--- config.mk ---
export PLATFORM = sky130hd
export DESIGN_NAME = modular_exponentiation_unit
export DESIGN_NICKNAME = d
export VERILOG_FILES = /design/src/rtl/mexp_pkg.sv /design/src/rtl/mexp_ctrl.sv /design/src/rtl/mexp_dp.sv /design/src/rtl/modular_exponentiation_unit.sv
export SDC_FILE = /design/constraint.sdc
export NUM_CORES = 1
export LEC_CHECK = 0
export ABC_AREA = 1
export ABC_CLOCK_PERIOD_IN_PS = 4400
export BUFFER_PORTS_ARGS = -buffer_cell sky130_fd_sc_hd__buf_2
export CORE_MARGIN = 1.5
export CORE_UTILIZATION = 53
export CTS_CLUSTER_DIAMETER = 40
export CTS_CLUSTER_SIZE = 12
export DETAILED_ROUTE_END_ITERATION = 6
export HOLD_SLACK_MARGIN = 0.1
export PLACE_DENSITY = 0.71
export SLEW_MARGIN = 20
export SYNTH_ARGS = -nofsm -noshare
export SYNTH_HDL_FRONTEND = slang
export SYNTH_SLANG_ARGS = --single-unit
--- constraint.sdc ---
create_clock -name clk_i -period 4.4 [get_ports clk_i]
set_input_delay 0.88 -clock clk_i [delete_from_list [all_inputs] [get_ports clk_i]]
set_output_delay 0.88 -clock clk_i [all_outputs]
set_load 0.02 [all_outputs]
--- src/rtl/mexp_pkg.sv ---
// Shared types and constants for the modular exponentiation unit.
// No dependencies; used by mexp_ctrl, mexp_dp and modular_exponentiation_unit.
package mexp_pkg;

  localparam int unsigned FIELD_W      = 31;  // base and power_mod width
  localparam int unsigned DEF_EXP_BITS = 31;
  localparam int unsigned DEF_MOD_BITS = 31;

  // configuration register indexes
  localparam int unsigned CFG_IDX_W = 1;
  localparam logic [CFG_IDX_W-1:0] REG_EXPONENT = 1'b0;
  localparam logic [CFG_IDX_W-1:0] REG_MODULUS  = 1'b1;

  // operand selection for the shift-add modular multiplier
  localparam int unsigned OP_W = 2;
  localparam logic [OP_W-1:0] OP_REDUCE = 2'd0;  // base * 1 mod m
  localparam logic [OP_W-1:0] OP_SQUARE = 2'd1;  // p * p mod m
  localparam logic [OP_W-1:0] OP_MULT   = 2'd2;  // p * base mod m

  typedef struct packed {
    logic            op_start;   // load operands, clear product, load step count
    logic [OP_W-1:0] op_sel;
    logic            op_step;    // one shift-add-reduce step
    logic            red_done;   // latch reduced base, seed product, top exponent bit
    logic            eidx_dec;   // move to next lower exponent bit
    logic            out_load;   // capture result into output register
  } mexp_cmd_t;

  typedef struct packed {
    logic e_zero;     // exponent register is zero
    logic m_zero;     // modulus register is zero
    logic ebit;       // exponent bit at current index
    logic eidx_zero;  // current index is bit 0
    logic op_last;    // last step of the running operation
  } mexp_sts_t;

endpackage

--- src/rtl/mexp_ctrl.sv ---
// Sequencer for the modular exponentiation unit: handshakes and step order.
// Depends on mexp_pkg; drives mexp_dp through mexp_cmd_t.
module mexp_ctrl (
  input  logic                clk_i,
  input  logic                rst_ni,
  input  logic                in_valid_i,
  output logic                in_ready_o,
  output logic                out_valid_o,
  input  logic                out_ready_i,
  input  mexp_pkg::mexp_sts_t sts_i,
  output mexp_pkg::mexp_cmd_t cmd_o
);
  import mexp_pkg::*;

  localparam logic [2:0] S_IDLE = 3'd0;
  localparam logic [2:0] S_RED  = 3'd1;
  localparam logic [2:0] S_INIT = 3'd2;
  localparam logic [2:0] S_BIT  = 3'd3;
  localparam logic [2:0] S_SQR  = 3'd4;
  localparam logic [2:0] S_SQD  = 3'd5;
  localparam logic [2:0] S_MUL  = 3'd6;
  localparam logic [2:0] S_FIN  = 3'd7;

  logic [2:0] state_q, state_d;
  logic       started_q, started_d;
  logic       out_valid_q, out_valid_d;

  always_comb begin
    state_d   = state_q;
    started_d = started_q;
    cmd_o     = '0;
    cmd_o.op_sel = OP_REDUCE;
    in_ready_o = 1'b0;
    case (state_q)
      S_IDLE: begin
        in_ready_o = 1'b1;
        if (in_valid_i) begin
          if (sts_i.e_zero || sts_i.m_zero) begin
            state_d = S_FIN;
          end else begin
            cmd_o.op_start = 1'b1;
            cmd_o.op_sel   = OP_REDUCE;
            state_d        = S_RED;
          end
        end
      end
      S_RED: begin
        cmd_o.op_step = 1'b1;
        if (sts_i.op_last) state_d = S_INIT;
      end
      S_INIT: begin
        cmd_o.red_done = 1'b1;
        started_d      = 1'b0;
        state_d        = S_BIT;
      end
      S_BIT: begin
        // leading zero bits of the exponent are skipped one per cycle
        if (!started_q && !sts_i.ebit) begin
          if (sts_i.eidx_zero) begin
            state_d = S_FIN;
          end else begin
            cmd_o.eidx_dec = 1'b1;
          end
        end else begin
          started_d      = 1'b1;
          cmd_o.op_start = 1'b1;
          cmd_o.op_sel   = OP_SQUARE;
          state_d        = S_SQR;
        end
      end
      S_SQR: begin
        cmd_o.op_sel  = OP_SQUARE;
        cmd_o.op_step = 1'b1;
        if (sts_i.op_last) state_d = S_SQD;
      end
      S_SQD: begin
        if (sts_i.ebit) begin
          cmd_o.op_start = 1'b1;
          cmd_o.op_sel   = OP_MULT;
          state_d        = S_MUL;
        end else if (sts_i.eidx_zero) begin
          state_d = S_FIN;
        end else begin
          cmd_o.eidx_dec = 1'b1;
          state_d        = S_BIT;
        end
      end
      S_MUL: begin
        cmd_o.op_sel  = OP_MULT;
        cmd_o.op_step = 1'b1;
        if (sts_i.op_last) begin
          if (sts_i.eidx_zero) begin
            state_d = S_FIN;
          end else begin
            cmd_o.eidx_dec = 1'b1;
            state_d        = S_BIT;
          end
        end
      end
      S_FIN: begin
        if (!out_valid_q || out_ready_i) begin
          cmd_o.out_load = 1'b1;
          state_d        = S_IDLE;
        end
      end
      default: begin
        state_d = S_IDLE;
      end
    endcase
  end

  always_comb begin
    out_valid_d = out_valid_q;
    if (cmd_o.out_load) begin
      out_valid_d = 1'b1;
    end else if (out_ready_i) begin
      out_valid_d = 1'b0;
    end
  end

  assign out_valid_o = out_valid_q;

  always_ff @(posedge clk_i or negedge rst_ni) begin
    if (!rst_ni) begin
      state_q     <= S_IDLE;
      started_q   <= 1'b0;
      out_valid_q <= 1'b0;
    end else begin
      state_q     <= state_d;
      started_q   <= started_d;
      out_valid_q <= out_valid_d;
    end
  end

endmodule

--- src/rtl/mexp_dp.sv ---
// Datapath of the modular exponentiation unit: config registers, the
// shift-add modular multiplier, exponent bit index and output register.
// Depends on mexp_pkg; commanded by mexp_ctrl.
module mexp_dp #(
  parameter int unsigned EXP_BITS = mexp_pkg::DEF_EXP_BITS,
  parameter int unsigned MOD_BITS = mexp_pkg::DEF_MOD_BITS,
  parameter int unsigned CFG_W    = (EXP_BITS > MOD_BITS) ? EXP_BITS : MOD_BITS
) (
  input  logic                            clk_i,
  input  logic                            rst_ni,
  input  logic                            cfg_we_i,
  input  logic [mexp_pkg::CFG_IDX_W-1:0]  cfg_idx_i,
  input  logic [CFG_W-1:0]                cfg_data_i,
  input  logic [mexp_pkg::FIELD_W-1:0]    base_i,
  output logic [mexp_pkg::FIELD_W-1:0]    power_mod_o,
  input  mexp_pkg::mexp_cmd_t             cmd_i,
  output mexp_pkg::mexp_sts_t             sts_o
);
  import mexp_pkg::*;

  // multiplier operand width: covers the raw base and any residue
  localparam int unsigned YW  = (FIELD_W > MOD_BITS) ? FIELD_W : MOD_BITS;
  localparam int unsigned CNW = $clog2(YW + 1);
  localparam int unsigned EIW = $clog2(EXP_BITS);
  localparam int unsigned TW  = MOD_BITS + 3;

  logic [EXP_BITS-1:0] exp_q;
  logic [MOD_BITS-1:0] mod_q;
  logic [MOD_BITS-1:0] bm_q;      // base mod m
  logic [MOD_BITS-1:0] p_q, p_d;  // running product / accumulator
  logic [MOD_BITS-1:0] x_q;
  logic [YW-1:0]       y_q;
  logic [CNW-1:0]      cnt_q;
  logic [EIW-1:0]      eidx_q;
  logic [FIELD_W-1:0]  out_q;

  // config
  always_ff @(posedge clk_i or negedge rst_ni) begin
    if (!rst_ni) begin
      exp_q <= '0;
      mod_q <= MOD_BITS'(1);
    end else if (cfg_we_i) begin
      case (cfg_idx_i)
        REG_EXPONENT: exp_q <= cfg_data_i[EXP_BITS-1:0];
        REG_MODULUS:  mod_q <= cfg_data_i[MOD_BITS-1:0];
        default: ;
      endcase
    end
  end

  // one step: p = (2p + ybit*x) mod m, with 2p + x < 3m
  logic [TW-1:0] t, d1, d2;
  always_comb begin
    t  = (TW'(p_q) << 1) + (y_q[YW-1] ? TW'(x_q) : '0);
    d1 = t - TW'(mod_q);
    d2 = t - (TW'(mod_q) << 1);
    if (!d2[TW-1]) begin
      p_d = d2[MOD_BITS-1:0];
    end else if (!d1[TW-1]) begin
      p_d = d1[MOD_BITS-1:0];
    end else begin
      p_d = t[MOD_BITS-1:0];
    end
  end

  always_ff @(posedge clk_i) begin
    if (cmd_i.op_start) begin
      p_q   <= '0;
      cnt_q <= CNW'(YW);
      case (cmd_i.op_sel)
        OP_REDUCE: begin
          x_q <= MOD_BITS'(1);
          y_q <= YW'(base_i);
        end
        OP_SQUARE: begin
          x_q <= p_q;
          y_q <= YW'(p_q);
        end
        OP_MULT: begin
          x_q <= p_q;
          y_q <= YW'(bm_q);
        end
        default: begin
          x_q <= '0;
          y_q <= '0;
        end
      endcase
    end else if (cmd_i.op_step) begin
      p_q   <= p_d;
      y_q   <= y_q << 1;
      cnt_q <= cnt_q - CNW'(1);
    end else if (cmd_i.red_done) begin
      bm_q <= p_q;
      // accumulator starts at 1 mod m
      p_q  <= (mod_q == MOD_BITS'(1)) ? '0 : MOD_BITS'(1);
    end
  end

  always_ff @(posedge clk_i) begin
    if (cmd_i.red_done) begin
      eidx_q <= EIW'(EXP_BITS - 1);
    end else if (cmd_i.eidx_dec) begin
      eidx_q <= eidx_q - EIW'(1);
    end
  end

  always_ff @(posedge clk_i) begin
    if (cmd_i.out_load) begin
      if (exp_q == '0) begin
        out_q <= FIELD_W'(1);
      end else if (mod_q == '0) begin
        out_q <= '0;
      end else begin
        out_q <= FIELD_W'(p_q);
      end
    end
  end

  assign power_mod_o     = out_q;
  assign sts_o.e_zero    = (exp_q == '0);
  assign sts_o.m_zero    = (mod_q == '0);
  assign sts_o.ebit      = exp_q[eidx_q];
  assign sts_o.eidx_zero = (eidx_q == '0);
  assign sts_o.op_last   = (cnt_q == CNW'(1));

endmodule

--- src/rtl/modular_exponentiation_unit.sv ---
// Top level of the modular exponentiation unit (left-to-right square-and-multiply).
// Depends on mexp_pkg, mexp_ctrl and mexp_dp.
//
//  channel    | handshake                               | payload
//  -----------+-----------------------------------------+---------------------
//  config     | cfg_we_i (write when high)              | cfg_idx_i, cfg_data_i
//  base in    | base_valid_i / base_ready_o             | base_i
//  result out | power_mod_valid_o / power_mod_ready_i   | power_mod_o
//
// One multiplier operation takes YW steps, YW = max(31, MOD_BITS), one step a
// cycle in the shared shift-add reducer. An item first reduces the base mod m,
// skips the leading zero exponent bits, then squares for every bit from the top
// set bit down and multiplies by the reduced base for every set bit.
// A zero exponent or zero modulus skips the multiplier and goes straight to the end.
// Reset clears the sequencer and output valid; exponent resets to 0, modulus to 1.
// The output register holds a finished result while the next item is accepted
// and worked on; the sequencer waits at the end only if that result is still
// not taken.
module modular_exponentiation_unit #(
  parameter int unsigned EXP_BITS = mexp_pkg::DEF_EXP_BITS,
  parameter int unsigned MOD_BITS = mexp_pkg::DEF_MOD_BITS,
  parameter int unsigned CFG_W    = (EXP_BITS > MOD_BITS) ? EXP_BITS : MOD_BITS
) (
  input  logic                           clk_i,
  input  logic                           rst_ni,
  input  logic                           cfg_we_i,
  input  logic [mexp_pkg::CFG_IDX_W-1:0] cfg_idx_i,
  input  logic [CFG_W-1:0]               cfg_data_i,
  input  logic                           base_valid_i,
  output logic                           base_ready_o,
  input  logic [mexp_pkg::FIELD_W-1:0]   base_i,
  output logic                           power_mod_valid_o,
  input  logic                           power_mod_ready_i,
  output logic [mexp_pkg::FIELD_W-1:0]   power_mod_o
);
  import mexp_pkg::*;

  mexp_cmd_t cmd;
  mexp_sts_t sts;

  // sequencer: handshakes and order of reduce / square / multiply
  mexp_ctrl u_ctrl (
    .clk_i       (clk_i),
    .rst_ni      (rst_ni),
    .in_valid_i  (base_valid_i),
    .in_ready_o  (base_ready_o),
    .out_valid_o (power_mod_valid_o),
    .out_ready_i (power_mod_ready_i),
    .sts_i       (sts),
    .cmd_o       (cmd)
  );

  // registers, modular multiplier and result register
  mexp_dp #(
    .EXP_BITS (EXP_BITS),
    .MOD_BITS (MOD_BITS),
    .CFG_W    (CFG_W)
  ) u_dp (
    .clk_i       (clk_i),
    .rst_ni      (rst_ni),
    .cfg_we_i    (cfg_we_i),
    .cfg_idx_i   (cfg_idx_i),
    .cfg_data_i  (cfg_data_i),
    .base_i      (base_i),
    .power_mod_o (power_mod_o),
    .cmd_i       (cmd),
    .sts_o       (sts)
  );

endmodule

Word level (Yosys, flattened, before mapping)
Cells that the tools add are included.
Storage, ports and cells
  register bits: 232
  output and inout bits: 33
  ROM bits: 0
  memory bits (writable): 0
  memories kept: 0
  input port bits: 68
  word-level logic and storage cells: 107
  latch bits: 0
Cells by class
  reductions and logical operators: 23
  multiplexer cells: 44
  div/mod/pow operators: 0
  multiply operators: 0
  shifts and indexed selects: 0
  bitwise gates (word level): 3
  $add $sub $neg: 5
  equality and inequality tests: 18
  order comparisons: 1
Operators by type and width (number)
  31-bit 2-to-1 mux: 7
  31-bit case mux with 3 select lines: 1
  31-bit logical NOT: 2
  31-bit case mux with 2 select lines: 1
  3-bit 2-to-1 mux: 14
  34-bit by 31-bit subtractor with 34-bit output: 1
  34-bit by 32-bit subtractor with 34-bit output: 1
  32-bit by 31-bit adder with 33-bit output: 1
  31-bit by 1-bit == test with 1-bit output (second input constant): 1
  3-bit case mux with 8 select lines: 1
  1-bit 2-to-1 mux: 15
  3-bit == test (second input constant): 4
  2-bit inequality test (second input constant): 5
  2-bit case mux with 5 select lines: 1
  5-bit by 1-bit subtractor with 5-bit output (second input constant): 2
  2-bit nonzero test: 4
  3-bit by 2-bit == test with 1-bit output (second input constant): 2
  5-bit by 6-bit less-than comparator with 1-bit output (second input constant): 1
  1-bit case mux with 3 select lines: 2
  2-bit AND reduction: 3
  6-bit AND reduction: 1
  1-bit binary-select mux with 5-bit select: 1
  5-bit by 1-bit == test with 1-bit output (second input constant): 1
  5-bit logical NOT: 1
  other kinds (15): 21

Logic depth before layout (Yosys ltp)
Gate-level depths: netlist (run 1).
  depth in word-level cells: 9
  gate-level depth with buffers: 35
  gate-level depth less buffers: 33

Modules after synthesis
A second synthesis (run 1) with hierarchy kept.
Second synthesis, totals
  cells, all modules: 2453
  area, all modules: 17337.9 um^2
By module, submodules not included
  mexp_dp: times used 1, sequential area each 6097.1 um^2, cells each 2367, area an instance 16814.9 um^2
  mexp_ctrl: times used 1, sequential area each 125.1 um^2, cells each 86, area an instance 523.0 um^2

Least setup slack after synthesis (run 1)
OpenSTA, ideal clock, no wires.
  kind: reg2reg
  start point: reg u_dp.y_q[30]
  end point: reg u_dp.p_q[24]
  buffers on the path: 2
  library setup time: 151 ps
  arrival time: 3866 ps
  required time: 4249 ps
  period minus slack after synthesis: 4017 ps
  setup slack: 383 ps
  cell stages (with the launch flop): 28
  path through: edfxtp_1 -> clkbuf_1 -> nand2_1 -> inv_1 -> ha_1 -> a21oi_1 -> nand2_1 -> a21oi_1 -> o21ai_0 -> a21boi_0 -> xor2_1 -> inv_1 -> ha_1 -> nand2_1 -> nand2_1 -> a21oi_1 -> nand2_1 -> a21oi_1 -> nand2_1 -> nand2_1 -> nand2_1 -> a21oi_4 -> nand2_4 -> inv_2 -> buf_6 -> nand2_1 -> nand3_1 -> a21oi_1
Between the ends
  longest elaborated chain between the ends: 6
  elaborated cells between the ends (all ways): 7
  those cells by class: add/sub: 3; mux: 4
RTL lines
  start, declared: line mexp_dp.sv:32  | logic [YW-1:0] y_q;
  start signal, assigned: line mexp_dp.sv:73  | y_q <= YW'(base_i);
  start signal, assigned: line mexp_dp.sv:77  | y_q <= YW'(p_q);
  start signal, assigned: line mexp_dp.sv:81  | y_q <= YW'(bm_q);
  31-bit 2-to-1 mux *: line mexp_dp.sv:54  | t = (TW'(p_q) << 1) + (y_q[YW-1] ? TW'(x_q) : '0);
  32-bit by 31-bit adder with 33-bit output *: line mexp_dp.sv:54
  34-bit by 31-bit subtractor with 34-bit output: line mexp_dp.sv:55  | d1 = t - TW'(mod_q);
  31-bit 2-to-1 mux: line mexp_dp.sv:59  | end else if (!d1[TW-1]) begin
  31-bit 2-to-1 mux *: line mexp_dp.sv:57  | if (!d2[TW-1]) begin
  31-bit 2-to-1 mux *: line mexp_dp.sv:88  | end else if (cmd_i.op_step) begin
  end signal, assigned: line mexp_dp.sv:89  | p_q <= p_d;
  end signal, assigned: line mexp_dp.sv:95  | p_q <= (mod_q == MOD_BITS'(1)) ? '0 : MOD_BITS'(1);
  end, declared: line mexp_dp.sv:30  | logic [MOD_BITS-1:0] p_q, p_d;
Every way passes the cells marked *; elsewhere a longest branch is shown, timed or not.
A chain may end at the register's enable or synchronous reset.

Worst setup path in the final report (run 1)
  start point: reg u_dp.y_q[30]
  end point: reg u_dp.p_q[30]
The elaborated chain is that of the path after synthesis.

==> results.tsv, run 1 <==
metric	value	unit
status	complete, no violations	
synthesis warning total	0	
layout cells sized above 1	18.5	%
CP top delay family	compound AO/OA/AOI/OAI gates	
Slew @ Worst Pin	0.936	ns
Finished Cell Area	20000	um^2
Die Area	31800	um^2
critical path depth in cells	30	
R2R Setup Slk	0.05	ns
final wirelength	51.5	mm
Most common cell on crit path	nand2_1	
row count	64	
syn_area_per_cell	7.21	um^2
unrepaired setup endpoints after global routing	true	
DRT antenna net count	0	
Pre-Repair DR Iteration Count	5	
Critical Path End Type	flop	
CP max stage delay	0.41	ns
Starting Density	53.6	%
CP Data Required Time	4.80	ns
H-tree levels	1	
Final HPWL DP	40.6	mm
crit path DAT	4.74	ns
Avg Vias per Cell	5.43	
WL/cell	17.7	um
fill count	2725	
vias in the first global route	15000	
total track usage	31.8	%
CTS clk-pin slew, worst paths	0.06	ns
Post-synth ARST share	28.9	%
Worst Setup Path Type	reg2reg	
post-synth top area cell	edfxtp_1	
ranking of synthesized cells by area	edfxtp_1, nand2_1, dfrtp_1	
Netlist Area Pre-Place	16300	um^2
first-pass GRT wire length	78.5	mm
share of the synthesized area in the top cell type	22.8	%
Area Growth Syn to Fin	22.5	%
total CTS buffers	31	
Yosys reg bits	232	
worst-skew pair later-pin latency	0.58	ns
die width	178	um
RR Startpoint	u_dp.y_q[30]	
CORE AREA	30400	um^2
Final Max Tran Viols	0	
Seq/Total Area, Yosys	38.2	%
clock root buffer	clkbuf_16	
Buf/Inv on CP	7	
Port-buffer cells	100	
Achievable Freq	0.230	GHz
setup violators final	0	
Placed Area	18200	um^2
clk_skew	0.0363	ns
antenna violations before repair	0	
CP Launch Type	flop	
Tcrit/Tclk final	98.8	%
DRC viols	0	
number of antenna diodes	0	
nets@finish	2666	
net count after synthesis	2432	
number of synthesized flops with an enable pin	124	
Tmin final	4.35	ns
largest net degree at the start of global routing	67	
critical path peak fanout	17	
DRT iter0 DRCs	1227	
post-synth cell types	55	
Reg area	6220	um^2
multi-input combinational cell area	9200	um^2
Slowest-stage cell, CP	edfxtp_1	
endpoints failing hold	0	
Worst Hold Class	in2async	
CTS tree	built	
most common flop cell mapped by yosys	edfxtp_1	
GR Overflow Total	0	
num ports	101	
Reg2Reg Depth	30	
routability cong.	0.991	
Max-cap violations	0	
Clock Sinks	232	
Max clock buf depth	3	
Mapped Cells	2262	
Die Y	178	um
Via Count	15800	
reg2reg end	u_dp.p_q[30]	
worst relative slew slack	37.5	%
[layer usage]
| layer | GRT usage (%) | part of all wire [%] |
|---|---|---|
| met2 | 53.5 | 46 |
| met1 | 43.4 | 45 |
| met3 | 3.56 | 6.2 |
| met4 | 8.61 | 2.8 |
| met5 | 0 | 0 |
[placed cells by master (no fill, tap or decap), types with 5 or more instances in the layout]
master     synthesis  routed
o21ai_1           34      41
clkbuf_16          0      33
ha_1              99      71
dfxtp_1           41      41
buf_4              5     148
a21o_1            10      10
nand3_1           93      93
or2_2              5       5
nor4_1            12      11
nor2_1           215     196
a31oi_1           15      13
o21ai_0          121     112
xor2_1            42      35
nor2_4             1       7
o211ai_1           7       7
nand2_2            7      30
o21bai_1          20      20
nor3_1            16      12
buf_6              7       5
buf_2              8     100
nand2_1          654     630
xor2_2             0       6
a21oi_2            2      26
xnor2_1           31      31
ha_4               0      25
inv_2              5      12
a21oi_1          185     161
dfrtp_1           66      66
nand4_1           23      23
nor2_2             4      17
edfxtp_1         124     124
inv_1            327     319
o22ai_1            6       6
[logic make-up (layout without fill, tap and decap cells)]
| kind of cell | Yosys count | after routing | share of synthesized area (%) |
|---|---|---|---|
| compound gates | 414 | 414 | 13.8 |
| fa+ha+maj | 102 | 102 | 7.97 |
| buf+inv | 392 | 648 | 9.54 |
| xor+xnor | 73 | 73 | 3.92 |
| flops | 232 | 232 | 38.2 |
| simple gates | 1049 | 1049 | 26.6 |
[stage by stage]
step	std cells	setup TNS [ns]	utilization [%]	worst slack (ns)	hold WS, ns
2_1_floorplan	2262	0	-	0.383	0.452
3_3_place_gp	2852	-2.35	59.8	-0.133	0.471
3_5_place_dp	2852	-2.46	59.8	-0.120	0.473
4_1_cts	2907	0	63.4	0.00916	0.402
5_1_grt	2914	-4.97	65.6	-0.218	0.435
6_report	2914	0	65.6	0.0522	0.386
[synthesized netlist by cell type (3+ instances only)]
cell type and number:
a21boi_0 4, a21o_1 10, a21oi_1 185, a31oi_1 15, and3_1 4, buf_2 8
buf_4 5, buf_6 7, clkbuf_1 37, dfrtp_1 66, dfxtp_1 41, edfxtp_1 124
fa_1 3, ha_1 99, inv_1 327, inv_2 5, nand2_1 654, nand2_2 7
nand3_1 93, nand3b_1 4, nand4_1 23, nor2_1 215, nor2_2 4, nor3_1 16
nor4_1 12, o211ai_1 7, o21a_1 4, o21ai_0 121, o21ai_1 34, o21bai_1 20
o22ai_1 6, or2_2 5, xnor2_1 31, xor2_1 42
[sequential cells by signal (all words and copies together), names as in the netlist]
register	flops
u_ctrl.out_valid_o	1
u_ctrl.started_q	1
u_ctrl.state_q	3
u_dp.bm_q	31
u_dp.cnt_q	5
u_dp.eidx_q	5
u_dp.exp_q	31
u_dp.mod_q	31
u_dp.p_q	31
u_dp.power_mod_o	31
u_dp.x_q	31
u_dp.y_q	31
[layout make-up]
cell class                      instances  share of cell area, %
Inverter                              334                   6.32
Clock buffer                           37                   4.16
Sequential cell                       232                   31.2
Timing Repair Buffer                  259                   8.93
Clock inverter                         18                  0.884
Tap cell                              396                   2.48
Multi-Input combinational cell       1638                   46.1
[worst max path at each step]
stage,slack (ns),start,to
final,0.05,u_dp.y_q[30],u_dp.p_q[30]
after floorplan,0.38,u_dp.y_q[30],u_dp.p_q[24]
after detailed placement,-0.12,u_dp.y_q[30],u_dp.p_q[11]
after global routing,-0.22,u_dp.y_q[30],u_dp.p_q[20]
after CTS,0.009,u_dp.y_q[30],u_dp.p_q[11]
after global placement,-0.13,u_dp.y_q[30],u_dp.p_q[24]
[what timing repair did]
action / CTS / global route
setup endpoints to repair: 31 / 31
resized for setup: 26 / 120
buffers inserted: 0 / 6
hold buffers: 0 / 0
gates cloned: 0 / 1
pin swaps: 2 / 22
Power of run 1 is left out: the tool's default activity adds up to more than one toggle a clock period on the data nets, which glitch-free logic cannot reach.
==> run 2: changes to the inputs <==
--- a/config.mk
+++ b/config.mk
@@ -14,7 +14,7 @@
 export CTS_CLUSTER_SIZE = 12
 export DETAILED_ROUTE_END_ITERATION = 6
 export HOLD_SLACK_MARGIN = 0.1
-export PLACE_DENSITY = 0.71
+export PLACE_DENSITY = 0.75
 export SLEW_MARGIN = 20
 export SYNTH_ARGS = -nofsm -noshare
 export SYNTH_HDL_FRONTEND = slang
==> run 2 against run 1 <==
  * The flow now finishes with violations (negative setup slack)
  * Sequential share of layout area fell by 1.5 points
  * Count of clock-buffer cells in the layout rose by 4
  * Core utilization rose by 3.3 points
  * Routed wire length rose by 2.5%
  * Non-clock buffer count rose by 11
  * Clock skew rose by 0.0043 ns
  * Global-route usage rose by 0.20 points
  * Critical path depth fell by 1
  * Fmax fell by 2.0%
  * First-iteration DRC count fell by 1.8%
  * Hold slack improved by 0.097 ns
  * Cell count rose by 0.55%
  * Highest routed layer unchanged
==> results.tsv, run 2 (synthesis results as in run 1) <==
metric	value	unit	change
DRC viols	0		unchanged
clk_skew	0.0406	ns	+0.00430 ns
CP Launch Type	flop		
routability cong.	1.07		+8.5%
Starting Density	53.6	%	unchanged
WHS Path Cells	2		
vias in the first global route	15100		+0.49%
critical path peak fanout	4		-13
die width	178	um	unchanged
number of antenna diodes	0		unchanged
Worst Setup Path Type	reg2reg		
worst-skew pair later-pin latency	0.54	ns	-0.04 ns
status	finished, violations left		
total CTS buffers	34		+9.7%
commonest non-fill, non-tap cell in the layout	nand2_1		
largest net degree at the start of global routing	66		-1.5%
setup violators final	15		+15
row count	64		unchanged
crit path DAT	4.82	ns	+0.08 ns
WL/cell	18.0	um	+1.9%
DRT iter0 DRCs	1205		-1.8%
Most common cell on crit path	nand2_1		
Worst Hold Class	reg2reg		
Via Count	16300		+3.1%
H-tree levels	2		+1
CORE AREA	30400	um^2	unchanged
Slowest-stage cell, CP	edfxtp_1		
nets@finish	2680		+0.53%
CTS tree	built		
Hold-fix buffers, CTS	0		unchanged
first-pass GRT wire length	79.4	mm	+1.1%
layout cells sized above 1	23.2	%	+4.7 points
clock root buffer	clkbuf_16		
Area Growth Syn to Fin	28.6	%	
Reg2Reg Depth	29		-3.3%
Avg Vias per Cell	5.57		+2.5%
Max-cap violations	0		unchanged
Achievable Freq	0.225	GHz	-2.0%
Die Area	31800	um^2	unchanged
Pre-Repair DR Iteration Count	6		+1
Max clock buf depth	3		unchanged
Final Max Tran Viols	0		unchanged
Final Worst Setup Slack	-0.0376	ns	-0.0898 ns
Die Y	178	um	unchanged
num ports	101		unchanged
Critical Path End Type	flop		
commonest non-fill, non-tap cells in the layout	nand2_1, inv_1, nor2_1, a21oi_1, buf_4		
GR Overflow Total	0		unchanged
WHS	0.483	ns	+0.0966 ns
unrepaired setup endpoints after global routing	true		
CP max stage delay	0.52	ns	+0.11 ns
violated checks	negative setup slack		
endpoints failing hold	0		unchanged
Tcrit/Tclk final	101	%	+2.0 points
Final HPWL DP	39.5	mm	-2.7%
Placed Area	18100	um^2	-0.32%
Final Core Density	68.9	%	+3.3 points
Slew @ Worst Pin	0.960	ns	+0.0244 ns
CTS clk-pin slew, worst paths	0.06	ns	about the same
Tmin final	4.44	ns	+0.0898 ns
Port-buffer cells	100		unchanged
final wirelength	52.8	mm	+2.5%
total track usage	32.0	%	+0.20 points
Clock Sinks	232		unchanged
worst relative slew slack	36.0	%	-1.5 points
DRT antenna net count	0		unchanged
CP Data Required Time	4.78	ns	-0.02 ns
antenna violations before repair	0		unchanged
Finished Cell Area	21000	um^2	+5.0%
## run 2: timing repair
| item | in CTS | in global routing |
|---|---|---|
| buffers inserted | 2 | 23 |
| pin swaps | 10 | 36 |
| resized for setup | 50 | 239 |
| gates cloned | 0 | 4 |
| setup endpoints to repair | 31 | 31 |
## run 2: area by class of cell
| type | instances | area (um^2) |
|---|---|---|
| flip-flops and latches | 232 | 6220 |
| clock inverters | 19 | 238 |
| inverters | 334 | 1270 |
| repair buffers | 270 | 1950 |
| multi-input cells | 1638 | 9900 |
| fillers | 2505 | 9470 |
| clock buffers | 41 | 887 |
| well taps | 396 | 495 |
## run 2: critical path: cells and delay by family, from the launching register on
family | cells | cell delay (ns)
xor gates and xnor gates | 1 | 0.20
DFF | 1 | 0.52
and+or+nand+nor | 13 | 1.28
AOI/OAI and AO/OA | 6 | 0.69
adders and majority gates | 2 | 0.55
buffers and inverters | 7 | 1.02
## run 2: per-stage QoR
stage	setup slack, ns	cells	setup TNS [ns]
after detailed placement	-0.220	2841	-4.24
after floorplan	0.383	2262	0
after CTS	0.00147	2903	0
after global routing	-0.236	2930	-5.48
after global placement	-0.206	2841	-3.24
final	-0.0376	2930	-0.297
## run 2: path summary, 6_finish.rpt
check	to	startpoint	slack, ns
worst max-delay path	u_dp.p_q[0]	u_dp.y_q[30]	-0.04
worst min-delay path	u_dp.mod_q[13]	u_dp.mod_q[13]	0.48
worst max register to register	u_dp.p_q[0]	u_dp.y_q[30]	-0.04
worst min register to register	u_dp.mod_q[13]	u_dp.mod_q[13]	0.48
max in group asynchronous	u_dp.mod_q[0]	rst_ni	2.95
min in group asynchronous	u_dp.exp_q[23]	rst_ni	0.51
## run 2: metal layers
layer | wire (um) | up-vias | part of all wire, % | global-route usage [%]
li1 | - | 7859 | - | -
met1 | 22800 | 7628 | 43 | 44.6
met2 | 24300 | 678 | 46 | 52.1
met3 | 3640 | 144 | 6.9 | 3.28
met4 | 2090 | 0 | 4.0 | 10.3
met5 | 0 | - | 0 | 0
Power of run 2 is left out for the same reason.
